===== src/rtl/dnm_pkg.sv =====
// ----------------------------------------------------------------------------
// dnm_pkg
// Shared types, codes and constants of the descriptor nearest-match block.
// ----------------------------------------------------------------------------
`default_nettype none

package dnm_pkg;

  // default sizing of the reference store
  localparam int unsigned MAX_REFS_DEF = 1024;
  localparam int unsigned MAX_LEN_DEF  = 128;

  // field widths
  localparam int unsigned OP_W     = 2;
  localparam int unsigned KIND_W   = 4;
  localparam int unsigned LEN_IN_W = 8;
  localparam int unsigned ELEM_W   = 8;
  localparam int unsigned QIDX_W   = 16;
  localparam int unsigned RIDX_W   = 10;
  localparam int unsigned DIST_W   = 30;
  localparam int unsigned RATIO_W  = 7;
  localparam int unsigned SQ_W     = 2 * ELEM_W;
  localparam int unsigned RSQ_W    = 2 * RATIO_W;
  localparam int unsigned PROD_W   = DIST_W + RSQ_W;

  localparam logic [DIST_W-1:0]  DIST_INIT   = DIST_W'(1000000000);
  localparam logic [RATIO_W-1:0] RATIO_RESET = RATIO_W'(5);

  typedef enum logic [OP_W-1:0] {
    OP_CLEAR = 2'd0,
    OP_REF   = 2'd1,
    OP_QUERY = 2'd2
  } opcode_e;

  typedef enum logic [3:0] {
    ST_IDLE,
    ST_META,
    ST_CHECK,
    ST_ELEM,
    ST_DRAIN,
    ST_SQUARE,
    ST_MUL,
    ST_TEST,
    ST_RESULT
  } state_e;

  typedef struct packed {
    logic [OP_W-1:0]     opcode;
    logic [KIND_W-1:0]   desc_type;
    logic [LEN_IN_W-1:0] desc_length;
    logic [ELEM_W-1:0]   element;
  } in_item_t;

  typedef struct packed {
    logic [QIDX_W-1:0] query_index;
    logic [RIDX_W-1:0] ref_index;
    logic [DIST_W-1:0] best_dist;
    logic [DIST_W-1:0] second_dist;
  } out_item_t;

  typedef struct packed {
    logic clear;
    logic issue;
  } dist_ctrl_t;

endpackage

`default_nettype wire


===== src/rtl/dnm_dist.sv =====
// ----------------------------------------------------------------------------
// dnm_dist
// Squared-distance datapath: element difference, square, accumulate.
// ----------------------------------------------------------------------------
`default_nettype none

module dnm_dist (
  input  wire logic                              clk_i,
  input  wire logic                              rst_ni,
  input  wire dnm_pkg::dist_ctrl_t               ctrl_i,
  input  wire logic [dnm_pkg::ELEM_W-1:0]        q_elem_i,
  input  wire logic [dnm_pkg::ELEM_W-1:0]        r_elem_i,
  output logic      [dnm_pkg::DIST_W-1:0]        acc_o,
  output logic                                   busy_o
);

  logic                        rd_v_q;
  logic                        sq_v_q;
  logic [dnm_pkg::ELEM_W-1:0]  abs_diff;
  logic [dnm_pkg::SQ_W-1:0]    sq_d;
  logic [dnm_pkg::SQ_W-1:0]    sq_q;
  logic [dnm_pkg::DIST_W-1:0]  acc_d;
  logic [dnm_pkg::DIST_W-1:0]  acc_q;

  // read data arrives in the cycle after the addresses were issued
  always_comb begin
    abs_diff = (q_elem_i >= r_elem_i) ? (q_elem_i - r_elem_i) : (r_elem_i - q_elem_i);
    sq_d     = dnm_pkg::SQ_W'(abs_diff) * dnm_pkg::SQ_W'(abs_diff);
  end

  always_comb begin
    acc_d = acc_q;
    if (ctrl_i.clear) begin
      acc_d = '0;
    end else if (sq_v_q) begin
      acc_d = acc_q + dnm_pkg::DIST_W'(sq_q);
    end
  end

  always_ff @(posedge clk_i or negedge rst_ni) begin
    if (!rst_ni) begin
      rd_v_q <= 1'b0;
      sq_v_q <= 1'b0;
    end else begin
      rd_v_q <= ctrl_i.issue;
      sq_v_q <= rd_v_q;
    end
  end

  always_ff @(posedge clk_i) begin
    if (rd_v_q) begin
      sq_q <= sq_d;
    end
    acc_q <= acc_d;
  end

  assign acc_o  = acc_q;
  assign busy_o = rd_v_q | sq_v_q;

endmodule

`default_nettype wire


===== config.mk =====
export PLATFORM = sky130hd
export DESIGN_NAME = dnm_dist
export DESIGN_NICKNAME = d
export VERILOG_FILES = /design/src/rtl/dnm_pkg.sv /design/src/rtl/dnm_dist.sv
export SDC_FILE = /design/constraint.sdc
export NUM_CORES = 1
export LEC_CHECK = 0
export ABC_AREA = 1
export CAP_MARGIN = 20
export CORE_MARGIN = 10
export CORE_UTILIZATION = 55
export DETAILED_ROUTE_END_ITERATION = 8
export DONT_BUFFER_PORTS = 1
export GPL_TIMING_DRIVEN = 0
export PLACE_DENSITY = 0.73
export REMOVE_ABC_BUFFERS = 1
export SYNTH_ARGS = -nofsm -noshare
export SYNTH_HDL_FRONTEND = slang
export SYNTH_SLANG_ARGS = --single-unit

===== constraint.sdc =====
create_clock -name clk_i -period 1.59 [get_ports clk_i]
set_input_delay 0.159 -clock clk_i [delete_from_list [all_inputs] [get_ports clk_i]]
set_output_delay 0.159 -clock clk_i [all_outputs]
set_load 0.01 [all_outputs]

# After elaboration in Yosys (flattened, before gate mapping)
# Cells that the tools add are included.
word_totals:
  regBits: 48
  inputBits: 20
  output_inout_bits: 31
  elab_cells: 11
op_classes:
  n_addsub: 3
  multipliers: 1
  magnitude_cmp: 1
  muxes: 1
  n_bitwise: 1
ops:
  columns: ["op", "n"]
  rows:
  - ["$add A30 B16 Y30", 1]
  - ["$mul A8 B8 Y16", 1]
  - ["$sub A8 B8 Y8", 2]
  - ["$ge A8 B8 Y1", 1]
  - ["$mux W8", 1]
  - ["$or A1 B1 Y1", 1]

# Depth between registers and ports, before layout
logic_depth:
  ltp_word: 3
  ltp_mapped: 30
  depth_no_buf: 30

# Worst setup path after synthesis
# Ideal clock, no wire load.
synth_timing:
  path_kind: "input -> register"
  start: "input port q_elem_i[0] in the netlist's numbering"
  end: "register sq_q[13] in the netlist's numbering, data pin"
  arrival_time_ps: 4948
  path_slack_ps: -3610
  path_stages: 28
  path_cell_list: "inv_1 -> ha_1 -> inv_1 -> fa_1 -> nand3_1 -> nand3_1 -> nand2_1 -> nand3_4 -> inv_6 -> nand2_4 -> nand2_4 -> inv_2 -> nand2_1 -> inv_1 -> fa_1 -> fa_1 -> inv_1 -> fa_1 -> fa_1 -> inv_1 -> ha_1 -> a21oi_1 -> a21boi_0 -> o21ai_0 -> nand2_1 -> nand2_1 -> nand2_1 -> nand2_1"
synth_via:
  elab_chain_cells: 3
  word_cells_on_any_way: 5
  cone_classes: "add/sub: 2; mul: 1; order compare: 1; mux: 1"
synth_rtl:
  columns: ["item", "line", "rtl"]
  rows:
  - ["from (decl)", "dnm_dist.sv:11", "input wire logic [dnm_pkg::ELEM_W-1:0] q_elem_i,"]
  - ["$sub A8 B8 Y8 / $ge A8 B8 Y1 (equally long branches)", "dnm_dist.sv:27", "abs_diff = (q_elem_i >= r_elem_i) ? (q_elem_i - r_elem_i) : (r_elem_i - q_elem_i);"]
  - ["$mux W8 *", "dnm_dist.sv:27", null]
  - ["$mul A8 B8 Y16 *", "dnm_dist.sv:28", "sq_d = dnm_pkg::SQ_W'(abs_diff) * dnm_pkg::SQ_W'(abs_diff);"]
  - ["via sq_d, one bit", "dnm_dist.sv:20", "logic [dnm_pkg::SQ_W-1:0] sq_d;"]
  - ["to (signal assigned)", "dnm_dist.sv:52", "sq_q <= sq_d;"]
  - ["to (decl)", "dnm_dist.sv:21", "logic [dnm_pkg::SQ_W-1:0] sq_q;"]
# The timed path passes the listed nets; every way through them passes the cells marked *.
# A chain may end at the register's enable or synchronous reset.

# Worst setup path in the final report
layout_timing:
  start: "input port q_elem_i[0] in the netlist's numbering"
  end: "register sq_q[12] in the netlist's numbering, data pin"
# The elaborated chain is that of the path after synthesis.

==> results.md <==
- Outcome: finished, violations left
- Failing checks: setup timing
- Hold WC Path Type: primary input to flop
- Routed WL per cell: 19.7 um
- Critical Path Source Type: primary input
- Number of enable flip-flop cells after synthesis: 15
- Synth Flop Type: dfxtp_1
- Top Ports: 51
- Setup crit end kind: flop
- Die Y: 120 um
- Met2 wire len: 10.8 mm
- Max-cap violations: 0
- Clock Skews: 0.00852 ns
- Worst Setup Path Type: primary input to flop
- Rel. slew slack: 54.8%
- TritonRoute pass-1 iters: 7
- Post-Layout Cell Count: 1043
- Storage element area: 0.00112 mm2
- Row cnt: 36
- Layout cells sized above 1: 45.0%
- Pin count of the biggest net entering global routing: 29
- Max-slew violation count: 0
- Via count: 6234
- Final worst slack: -3.13 ns
- Die Wd: 120 um
- DPL Wire Length: 10.5 mm
- Max layer used: met4
- Fill cells: 505
- CTS tree: built
- Cell Area, Synth: 0.00546 mm2
- Root Buffer Master: clkbuf_8
- WL final: 20.6 mm
- #FFs+latches synth: 47
- CTS clk-pin slew, worst paths: 0.09 ns
- FFs w/ async S/R, synth: 4.26%
- Worst skew pair latency: 0.32 ns
- Initial Util: 56.2%
- DRC viols: 0
- Critical Path RT: 1.73 ns
- Netlist cell types: 38
- R2R Setup Slk: -0.35 ns
- Placed cell count: 947
- Max Clk Rate: 0.212 GHz
- Core area: 0.00973 mm2
- Multi-input logic area: 0.00526 mm2
- Met3 Wirelength: 1.49 mm
- Syn. warnings: 0
- Final number of setup-violating endpoints: 39
- Critical path fanouts, max: 7
- Initial antenna violation count: 1
- IO Port Bufs: 0
- RSZ-0062 raised after global routing: true
- Final Hold Violating Endpoints: 0
- Die area: 0.0143 mm2
- Htree depth: 2
- Synth Instances: 822
- DRT iter0 DRCs: 536
- Post-route ant nets: 0
- CTS max path bufs: 2
- Total track usage: 22.8%
- Vias in the first global route: 6008
- Synth Area per Inst: 6.65 um2
- Final net count: 1016
- Post-synthesis sequential area ratio: 20.2%
- P&R area growth vs syn: 48.9%
- Period utilization: 297%
- Worst slew pin tran: 0.678 ns
- M1 WL: 6.88 mm
- Total CTS buffers: 5
- Final GP Congestion: 0.923
- Post-Route Setup TNS: -41.19 ns
- First-pass GRT wire length: 27.7 mm
- Final Critical Period: 4.72 ns
- Worst Path Arrival: 4.86 ns
- Vias/cell: 5.98
- Clock tree sinks: 47
- Grt total ovfl: 0
[cell usage in the layout, fill, tap and decap left out, drive strengths merged]
| cell | instances |
|---|---|
| ha | 61 |
| diode | 1 |
| nor3 | 4 |
| a21boi | 1 |
| xor2 | 18 |
| edfxtp | 15 |
| fa | 27 |
| dfxtp | 30 |
| a21oi | 40 |
| o21ai | 23 |
| xnor2 | 7 |
| inv | 156 |
| clkinv | 4 |
| nand3b | 1 |
| nor4 | 4 |
| nand2 | 228 |
| o21bai | 4 |
| a21o | 1 |
| o211ai | 2 |
| dlygate4sd3 | 4 |
| clkbuf | 6 |
| nor2 | 104 |
| nand4 | 10 |
| buf | 83 |
| nand3 | 66 |
| clkinvlp | 2 |
| dfrtp | 2 |
| or2 | 4 |
| o21a | 1 |
| a211oi | 1 |
[path summary, 6_finish.rpt]
check | start | to | depth (start not counted)
min reg2reg | acc_o[29] | acc_o[29] | 2
max reg2reg | sq_q[8] | acc_o[10] | 10
min in group asynchronous | rst_ni | sq_v_q | 1
max in group asynchronous | rst_ni | sq_v_q | 1
min | ctrl_i[1] | acc_o[8] | 3
max | q_elem_i[0] | sq_q[12] | 24
[synth_stat cells (all sizes together) (7+ instances only)]
cell type / n / share of area [%]
nor2: 104 / 7.5
edfxtp: 15 / 8.2
clkbuf: 7 / 0.48
ha: 61 / 14
o21ai: 23 / 2.2
inv: 159 / 11
nand3: 65 / 6.2
nand4: 10 / 1.1
xor2: 18 / 2.9
nand2: 228 / 17
fa: 27 / 9.9
xnor2: 7 / 1.1
a21oi: 40 / 3.7
dfxtp: 30 / 11
[what timing repair did]
item	CTS	global route
buffers inserted	59	24
hold buffers	3	1
pin swaps	111	88
setup endpoints to repair	41	40
gates cloned	1	0
gates resized for setup	296	150
hold endpoints to repair	11	1
[worst max-delay path: stages]
cell and delay [ns]:
clkinv_16 0.02, ha_4 0.12, inv_4 0.04, fa_2 0.39, nand3_2 0.09, nand3_4 0.08
nand2_4 0.09, nand3_4 0.12, buf_12 0.17, o21ai_4 0.21, clkinv_4 0.14, nor2_4 0.12
fa_1 0.44, fa_1 0.50, inv_1 0.05, fa_1 0.46, fa_1 0.55, inv_2 0.05
ha_4 0.29, nand2_1 0.09, o21ai_1 0.19, a21oi_2 0.10, o21ai_2 0.16, xor2_1 0.23
[layer usage]
layer,up-vias,global-route usage [%]
met4,0,10.6
met5,-,0
met3,154,3.66
li1,2736,-
met2,370,44.6
met1,2974,22.8
[sequential cells by signal (all words and copies together), names as in the netlist]
| name | cells |
|---|---|
| acc_o | 30 |
| sq_q | 15 |
| rd_v_q | 1 |
| sq_v_q | 1 |
[logic make-up after synthesis]
family	share of synthesized area (%)
adder cells (fa/ha/maj)	23.9
XOR/XNOR	4.01
flip-flops	20.2
AO/OA/AOI/OAI	7.35
AND/OR/NAND/NOR	32.8
buffers and inverters	11.8
[layout make-up]
type	instances	share of cell area [%]
multi-input cells	607	64.6
flip-flops and latches	47	13.8
repair buffers	87	10.1
inverters	160	8.40
well taps	133	2.05
clock buffers	6	0.892
clock inverters	2	0.154
diodes	1	0.0308
[stage by stage]
step / utilization [%] / setup slack, ns / hold WS [ns] / instance area, um2
final: 83.6 / -3.13 / 0.0142 / 8140
after global routing: 83.6 / -3.26 / 0.0158 / 8140
after CTS: 75.7 / -2.96 / 0.000682 / 7370
after detailed placement: 57.8 / -4.10 / -0.137 / 5620
after global placement: 57.5 / -4.02 / -0.137 / 5590
after floorplan: - / -3.61 / -0.137 / 5430
Power is left out: the tool's default activity adds up to more than one toggle a clock period on the data nets, which glitch-free logic cannot reach.
